**config.mk**
```make
export PLATFORM = sky130hd
export DESIGN_NAME = carsw_regs
export DESIGN_NICKNAME = d
export VERILOG_FILES = /design/src/hdl/current_auto_range_switch_defines.svh /design/src/hdl/carsw_pkg.sv /design/src/hdl/carsw_regs.sv
export SDC_FILE = /design/constraint.sdc
export NUM_CORES = 1
export LEC_CHECK = 0
export CORE_MARGIN = 10
export CORE_UTILIZATION = 45
export CTS_CLUSTER_DIAMETER = 100
export DETAILED_ROUTE_END_ITERATION = 10
export DONT_BUFFER_PORTS = 1
export PLACE_DENSITY = 0.59
export REMOVE_ABC_BUFFERS = 1
export SYNTH_ARGS = -nofsm -noshare
export SYNTH_HDL_FRONTEND = slang
export SYNTH_SLANG_ARGS = --single-unit
```
**constraint.sdc**
```tcl
create_clock -name clk -period 4.8 [get_ports clk]
set_clock_uncertainty 0.15 [all_clocks]
set_input_delay 0.96 -clock clk [delete_from_list [all_inputs] [get_ports clk]]
set_output_delay 0.96 -clock clk [all_outputs]
set_load 0.05 [all_outputs]
```
**src/hdl/current_auto_range_switch_defines.svh**
```systemverilog
// Assertion macros for the current auto-range switch.
// Used by the top level only; no other dependencies.
`ifndef CURRENT_AUTO_RANGE_SWITCH_DEFINES_SVH
`define CURRENT_AUTO_RANGE_SWITCH_DEFINES_SVH

`ifndef SYNTH
`define CARSW_ASSERT(lbl, ck, rn, prop) \
	lbl: assert property (@(posedge ck) disable iff (!rn) (prop)) \
	else $error("carsw: check failed");
`define CARSW_ASSERT_IMPL(lbl, ck, rn, ante, cons) \
	lbl: assert property (@(posedge ck) disable iff (!rn) (ante) |-> (cons)) \
	else $error("carsw: implication failed");
`else
`define CARSW_ASSERT(lbl, ck, rn, prop)
`define CARSW_ASSERT_IMPL(lbl, ck, rn, ante, cons)
`endif

`endif

```
**src/hdl/carsw_pkg.sv**
```systemverilog
// Shared types and constants for the current auto-range switch.
// No dependencies.
`default_nettype none

package carsw_pkg;

	localparam int unsigned SAMPLE_W = 24;
	localparam int unsigned MAG_W    = 23;
	localparam int unsigned RUN_W    = 8;
	localparam int unsigned CAL_W    = 16;
	localparam int unsigned TOTAL_W  = 32;
	localparam int unsigned DATA_W   = 32;
	localparam int unsigned ADDR_W   = 5;

	localparam logic [MAG_W-1:0] MAG_MAX = '1;
	localparam logic [RUN_W-1:0] RUN_MAX = '1;

	localparam logic             RST_AUTO_EN    = 1'b1;
	localparam logic [MAG_W-1:0] RST_NARROW_THR = 23'd67109;
	localparam logic [MAG_W-1:0] RST_WIDE_THR   = 23'd26844;
	localparam logic [MAG_W-1:0] RST_EMG_THR    = 23'd30199;
	localparam logic [RUN_W-1:0] RST_LOW_RUNS   = 8'd10;
	localparam logic [RUN_W-1:0] RST_HIGH_RUNS  = 8'd3;
	localparam logic [RUN_W-1:0] RST_EMG_RUNS   = 8'd1;
	localparam logic [CAL_W-1:0] RST_BASE_CAL   = 16'd4096;

	typedef enum logic [2:0] {
		REG_AUTO_EN    = 3'd0,
		REG_NARROW_THR = 3'd1,
		REG_WIDE_THR   = 3'd2,
		REG_EMG_THR    = 3'd3,
		REG_LOW_RUNS   = 3'd4,
		REG_HIGH_RUNS  = 3'd5,
		REG_EMG_RUNS   = 3'd6,
		REG_BASE_CAL   = 3'd7
	} reg_idx_t;

	typedef enum logic [2:0] {
		EV_NONE   = 3'd0,
		EV_NARROW = 3'd1,
		EV_WIDE   = 3'd2,
		EV_EMERG  = 3'd3,
		EV_REJECT = 3'd4
	} event_t;

	localparam logic RANGE_WIDE   = 1'b0;
	localparam logic RANGE_NARROW = 1'b1;

	typedef struct packed {
		logic             auto_enable;
		logic [MAG_W-1:0] to_narrow_threshold;
		logic [MAG_W-1:0] to_wide_threshold;
		logic [MAG_W-1:0] emergency_threshold;
		logic [RUN_W-1:0] low_runs_needed;
		logic [RUN_W-1:0] high_runs_needed;
		logic [RUN_W-1:0] emergency_runs_needed;
	} cfg_t;

	typedef struct packed {
		logic             load;
		logic [CAL_W-1:0] value;
	} cal_wr_t;

	typedef struct packed {
		logic signed [SAMPLE_W-1:0] current_sample;
	} sample_t;

	typedef struct packed {
		logic               adc_range;
		logic [CAL_W-1:0]   shunt_cal_value;
		event_t             switch_event;
		logic [TOTAL_W-1:0] narrow_switch_total;
		logic [TOTAL_W-1:0] wide_switch_total;
		logic [TOTAL_W-1:0] emergency_total;
	} result_t;

	typedef struct packed {
		logic               range_sel;
		logic [CAL_W-1:0]   cal_now;
		logic [RUN_W-1:0]   low_run;
		logic [RUN_W-1:0]   high_run;
		logic [RUN_W-1:0]   emg_run;
		logic [TOTAL_W-1:0] narrow_cnt;
		logic [TOTAL_W-1:0] wide_cnt;
		logic [TOTAL_W-1:0] emg_cnt;
	} state_t;

endpackage

`default_nettype wire

```
**src/hdl/carsw_regs.sv**
```systemverilog
// APB-style configuration registers for the auto-range switch.
// Depends on carsw_pkg.
`default_nettype none

module carsw_regs (
	input  wire logic                         clk,
	input  wire logic                         arst_n,
	input  wire logic                         psel,
	input  wire logic                         penable,
	input  wire logic                         pwrite,
	input  wire logic [carsw_pkg::ADDR_W-1:0] paddr,
	input  wire logic [carsw_pkg::DATA_W-1:0] pwdata,
	output      logic [carsw_pkg::DATA_W-1:0] prdata,
	output      logic                         pready,
	output      carsw_pkg::cfg_t              cfg,
	output      carsw_pkg::cal_wr_t           cal_wr
);
	import carsw_pkg::*;

	cfg_t             cfg_q;
	logic [CAL_W-1:0] base_cal_q;
	reg_idx_t         idx;
	logic             wr_en;

	assign pready = 1'b1;
	assign idx    = reg_idx_t'(paddr[ADDR_W-1:2]);
	assign wr_en  = psel && penable && pwrite && pready;

	always_ff @(posedge clk or negedge arst_n) begin
		if (!arst_n) begin
			cfg_q.auto_enable           <= RST_AUTO_EN;
			cfg_q.to_narrow_threshold   <= RST_NARROW_THR;
			cfg_q.to_wide_threshold     <= RST_WIDE_THR;
			cfg_q.emergency_threshold   <= RST_EMG_THR;
			cfg_q.low_runs_needed       <= RST_LOW_RUNS;
			cfg_q.high_runs_needed      <= RST_HIGH_RUNS;
			cfg_q.emergency_runs_needed <= RST_EMG_RUNS;
			base_cal_q                  <= RST_BASE_CAL;
		end else if (wr_en) begin
			unique case (idx)
				REG_AUTO_EN:    cfg_q.auto_enable           <= pwdata[0];
				REG_NARROW_THR: cfg_q.to_narrow_threshold   <= pwdata[MAG_W-1:0];
				REG_WIDE_THR:   cfg_q.to_wide_threshold     <= pwdata[MAG_W-1:0];
				REG_EMG_THR:    cfg_q.emergency_threshold   <= pwdata[MAG_W-1:0];
				REG_LOW_RUNS:   cfg_q.low_runs_needed       <= pwdata[RUN_W-1:0];
				REG_HIGH_RUNS:  cfg_q.high_runs_needed      <= pwdata[RUN_W-1:0];
				REG_EMG_RUNS:   cfg_q.emergency_runs_needed <= pwdata[RUN_W-1:0];
				REG_BASE_CAL:   base_cal_q                  <= pwdata[CAL_W-1:0];
				default: ;
			endcase
		end
	end

	// calibration write also reloads the live state in the core
	assign cal_wr.load  = wr_en && (idx == REG_BASE_CAL);
	assign cal_wr.value = pwdata[CAL_W-1:0];
	assign cfg          = cfg_q;

	always_comb begin
		prdata = '0;
		unique case (idx)
			REG_AUTO_EN:    prdata = DATA_W'(cfg_q.auto_enable);
			REG_NARROW_THR: prdata = DATA_W'(cfg_q.to_narrow_threshold);
			REG_WIDE_THR:   prdata = DATA_W'(cfg_q.to_wide_threshold);
			REG_EMG_THR:    prdata = DATA_W'(cfg_q.emergency_threshold);
			REG_LOW_RUNS:   prdata = DATA_W'(cfg_q.low_runs_needed);
			REG_HIGH_RUNS:  prdata = DATA_W'(cfg_q.high_runs_needed);
			REG_EMG_RUNS:   prdata = DATA_W'(cfg_q.emergency_runs_needed);
			REG_BASE_CAL:   prdata = DATA_W'(base_cal_q);
			default:        prdata = '0;
		endcase
	end
endmodule

`default_nettype wire

```
After elaboration in Yosys (flattened, before gate mapping)
Cells that the tools add are included.
{ "word_totals": {"ff_bits": 110, "in_bits": 42, "output_inout_bits": 144} }
{ "classes": {"n_eq_ne": 7, "mux": 1, "reduce_logical": 12} }
{ "ops": {"columns": ["op", "count"], "rows": [
  ["32-bit case mux with 8 select lines", 1],
  ["2-bit AND reduction", 8],
  ["3-bit equality test, second input constant", 4],
  ["3-bit by 2-bit equality test with 1-bit output, second input constant", 2],
  ["3-bit by 1-bit equality test with 1-bit output, second input constant", 1],
  ["1-bit logical AND", 3],
  ["3-bit logical NOT", 1]
]} }

Logic depth before layout (Yosys ltp)
{ "depth": {"word_depth": 3, "depth_mapped": 6, "depth_no_buf": 4} }

Least setup slack after synthesis
No wires, ideal clock.
{ "synth_path": {"path_type": "input to output", "from": "in paddr[3] (netlist name)", "to": "out prdata[10] (netlist name)", "arrival_ns": 2.819, "required_ns": 3.690, "path_slack_ns": 0.871, "stages": 5, "path_buffers": 2, "cell_sequence": "buf_4 -> nor2b_1 -> clkbuf_1 -> a22oi_1 -> o21ai_0"} }
{ "synth_via": {"elab_chain_len": 2, "elab_cells_between_ends": 9} }
{ "synth_rtl": {"columns": ["element", "line_no", "text"], "rows": [
  ["start, declared", "carsw_regs.sv:11", "input wire logic [carsw_pkg::ADDR_W-1:0] paddr,"],
  ["3-bit equality test (tied with other cells)", "carsw_regs.sv:61", "unique case (idx)"],
  ["32-bit case mux with 8 select lines *", "carsw_regs.sv:61", null],
  ["end, declared", "carsw_regs.sv:13", "output logic [carsw_pkg::DATA_W-1:0] prdata,"]
]} }
Mark *: on every way between the ends. The rest lies on a longest branch, timed or not. The select of a mux whose other input is x is not followed.

Worst setup path in the final report
{ "layout_path": {"from": "in paddr[3] (netlist name)", "to": "out prdata[13] (netlist name)"} }
Same word-level chain as after synthesis.

==> flow_metrics.env <==
export IMPL_run_status="finished clean"
export IMPL_comb_power_share=0.149
export IMPL_worst_path_buf_inv=1
export IMPL_dieArea_mm2=0.0167
export IMPL_rr_endpoint="cfg[3]"
export IMPL_cts_tree="done"
export IMPL_crit_path_end_kind="output pin"
export IMPL_share_seq_of_total_power=0.598
export IMPL_grt_pass1_vias=3375
export IMPL_maxCapViolCount=0
export IMPL_worst_path_max_stage_delay_ps=780
export IMPL_fmaxAchievable_ghz=0.269
export IMPL_floorplan_die_height_um=129
export IMPL_vias_after_detailed_routing=3147
export IMPL_setup_viol_count_final=0
export IMPL_route_detailed_wl_per_inst_um=26.3
export IMPL_clkPwrFrac=0.253
export IMPL_synth_ff_latch_count=110
export IMPL_routabilityCongestion=0.735
export IMPL_grt_max_degree=111
export IMPL_design_core_area_mm2=0.0116
export IMPL_dp_slack_ps=1040
export IMPL_io_pins=186
export IMPL_power_per_cell_area_mw_per_mm2=552
export IMPL_timing_critical_path_required_ps=3690
export IMPL_slew_violations=0
export IMPL_rrSetupSlack_ps=3590
export IMPL_r2r_start="cfg[3]"
export IMPL_clkLatencyLatePin_ps=340
export IMPL_first_iter_violations=177
export IMPL_total_power_mw=3.15
export IMPL_internal_power_mw=1.87
export IMPL_layout_setup_ws_ps=1080
export IMPL_crit_path_cell_trace="nor2b_2 -> buf_4 -> a22oi_1 -> o21ai_1"
export IMPL_worst_endpoint_arrival_ps=2610
export IMPL_startpoint="paddr[3]"
export IMPL_postPlaceCellArea_mm2=0.00540
export IMPL_post_synth_instance_area_mm2=0.00537
export IMPL_grt_first_pass_wirelength_um=20900
export IMPL_antenna_found_initial=0
export IMPL_unrepaired_setup_endpoints_after_global_routing="false"
export IMPL_yosys_warnings=0
export IMPL_row_count=39
export IMPL_finish_instance_area_mm2=0.00571
export IMPL_number_of_buffers_inserted_to_repair_setup_after_cts=0
export IMPL_power_ir_vdd_worst_uv=285
export IMPL_critPathKind="input pin to output pin"
export IMPL_layout_min_cycle_time_ps=3720
export IMPL_setup_tns_final_ps=0
export IMPL_n_fill_cell=1025
export IMPL_power_switching_fraction=0.408
export IMPL_gr_total_overflow=0
export IMPL_final_routed_drc_violation_total=0
export IMPL_area_growth_pct=6.43
export IMPL_diodes=0
export IMPL_cts_made_buffers=9
export IMPL_slowest_stage="sky130_fd_sc_hd__o21ai_1"
export IMPL_drive_gt1_frac=0.538
export IMPL_multi_input_area_mm2=0.00230
export IMPL_syn_instance_count=394
export IMPL_cts_sinks=110
export IMPL_clkSlewWorstSetupHoldPaths_ps=70
export IMPL_critPathMaxFanout=37
export IMPL_r2r_worst_path_cells=1
export IMPL_tightest_slew_ps=1010
export IMPL_post_cts_resized=0
export IMPL_initial_utilization=0.464
export IMPL_critical_path_startpoint_type="input pin"
export IMPL_i_o_buffers=0
export IMPL_longest_clk_path_bufs=2
export IMPL_post_cts_hold_buffer_count=0
export IMPL_total_routed_wirelength_um=13900
export IMPL_syn_avg_cell_area_um2=13.6
export IMPL_p_sw_mw=1.28
export IMPL_cts_max_level=3
export IMPL_ff_latch_area_mm2=0.00279
export IMPL_critical_path_top_delay_family="compound AO/OA/AOI/OAI gates"
export IMPL_layout_worst_path_cycle_share=0.775
export IMPL_p_leak_nw=2.50
export IMPL_synth_seq_area_share=0.520
export IMPL_globalRouteTotalUtil=0.164
export IMPL_layout_cells_most_common_list="sky130_fd_sc_hd__mux2_2 (112), sky130_fd_sc_hd__dfrtp_1 (77), sky130_fd_sc_hd__dfstp_2 (33)"
export IMPL_layout_cells_most_common="sky130_fd_sc_hd__mux2_2"
export IMPL_nets=422
export IMPL_cts_root_buf="sky130_fd_sc_hd__clkbuf_16"
export IMPL_timing_final_hold_violations=0
export IMPL_synth_distinct_cells=30
export IMPL_ant_nets=0
export IMPL_dr_pass1_iters=4
export IMPL_worst_slew_margin_rel=0.321
export IMPL_post_drt_via_cell_ratio=5.96
export IMPL_hold_class="input pin to asynchronous set/reset pin"
export IMPL_die_width_um=129
export IMPL_hpwlAfterDp_um=9050
-- final cells by class --
| type | count | area share |
|---|---|---|
| timing repair buffer | 16 | 0.0210 |
| tap | 143 | 0.0313 |
| multi-input combinational | 243 | 0.403 |
| clock buffer | 12 | 0.0431 |
| clock inverter | 4 | 0.0123 |
| sequential | 110 | 0.489 |
-- power groups by stage --
stage / Sequential [mW] / Clock [mW] / Combinational [mW]
3_5_place_dp: 1.91 / 0 / 0.473
6_report: 1.88 / 0.798 / 0.470
3_3_place_gp: 1.90 / 0 / 0.463
5_1_grt: 1.92 / 0.852 / 0.509
4_1_cts: 1.89 / 0.822 / 0.475
2_1_floorplan: 1.83 / 0 / 0.404
-- cell families after synthesis --
kind of cell,after synthesis,synth area share
AOI/OAI and AO/OA,46,0.0601
buffers and inverters,49,0.0599
DFF,110,0.520
other,2,0.00140
muxes,140,0.313
and+or+nand+nor,47,0.0454
-- state kept, by name (all words and copies together), names as in the netlist --
name / cells
cfg: 94
base_cal_q: 16
-- cells in the mapped netlist --
master	count	area [um2]
sky130_fd_sc_hd__a32o_1	1	10.0
sky130_fd_sc_hd__clkbuf_1	5	18.8
sky130_fd_sc_hd__buf_2	11	55.1
sky130_fd_sc_hd__dfrtp_1	77	1930
sky130_fd_sc_hd__and2_1	1	6.26
sky130_fd_sc_hd__nand2b_1	3	18.8
sky130_fd_sc_hd__nand2_1	16	60.1
sky130_fd_sc_hd__mux2_4	20	300
sky130_fd_sc_hd__dfstp_2	33	867
sky130_fd_sc_hd__mux2_2	112	1260
sky130_fd_sc_hd__mux4_2	3	67.6
sky130_fd_sc_hd__a22o_1	4	35.0
sky130_fd_sc_hd__buf_4	29	218
sky130_fd_sc_hd__nand4_4	1	21.3
sky130_fd_sc_hd__and3_1	1	6.26
sky130_fd_sc_hd__nand4b_1	1	8.76
sky130_fd_sc_hd__nor2_2	5	31.3
sky130_fd_sc_hd__a211oi_1	1	7.51
sky130_fd_sc_hd__nand3_1	1	5.00
sky130_fd_sc_hd__mux2i_1	5	50.1
sky130_fd_sc_hd__nor2b_1	5	31.3
sky130_fd_sc_hd__nor2_1	9	33.8
sky130_fd_sc_hd__nor3_1	3	15.0
sky130_fd_sc_hd__conb_1	2	7.51
sky130_fd_sc_hd__o21ai_0	14	70.1
sky130_fd_sc_hd__a22oi_1	22	165
sky130_fd_sc_hd__buf_6	2	22.5
sky130_fd_sc_hd__buf_1	2	7.51
sky130_fd_sc_hd__or3_1	1	6.26
sky130_fd_sc_hd__o221ai_1	4	35.0
-- routing by layer --
layer / vias to the layer above / wire, um / GRT usage
met5: - / 0 / 0
met4: 0 / 151 / 0.0535
met3: 16 / 1700 / 0.0852
met2: 142 / 6450 / 0.268
met1: 1637 / 5590 / 0.180
li1: 1352 / - / -
-- stage by stage --
step / cells / utilization / hold slack (ps)
floorplan: 353 / - / 325
global placement: 512 / 0.467 / 333
detailed placement: 512 / 0.467 / 344
CTS: 528 / 0.494 / 142
global route: 528 / 0.494 / 137
finish: 528 / 0.494 / 156
-- worst max-delay path by stage --
| stage | end | slack, ps | cells past startpoint |
|---|---|---|---|
| 6_report | prdata[13] | 1080 | 4 |
| 5_1_grt | prdata[13] | 1040 | 4 |
| 4_1_cts | prdata[13] | 1040 | 4 |
| 3_5_place_dp | prdata[13] | 1040 | 4 |
| 3_3_place_gp | prdata[13] | 1050 | 4 |
| 2_1_floorplan | prdata[0] | 530 | 4 |
No activity file was read; power rests on OpenSTA's default activity.
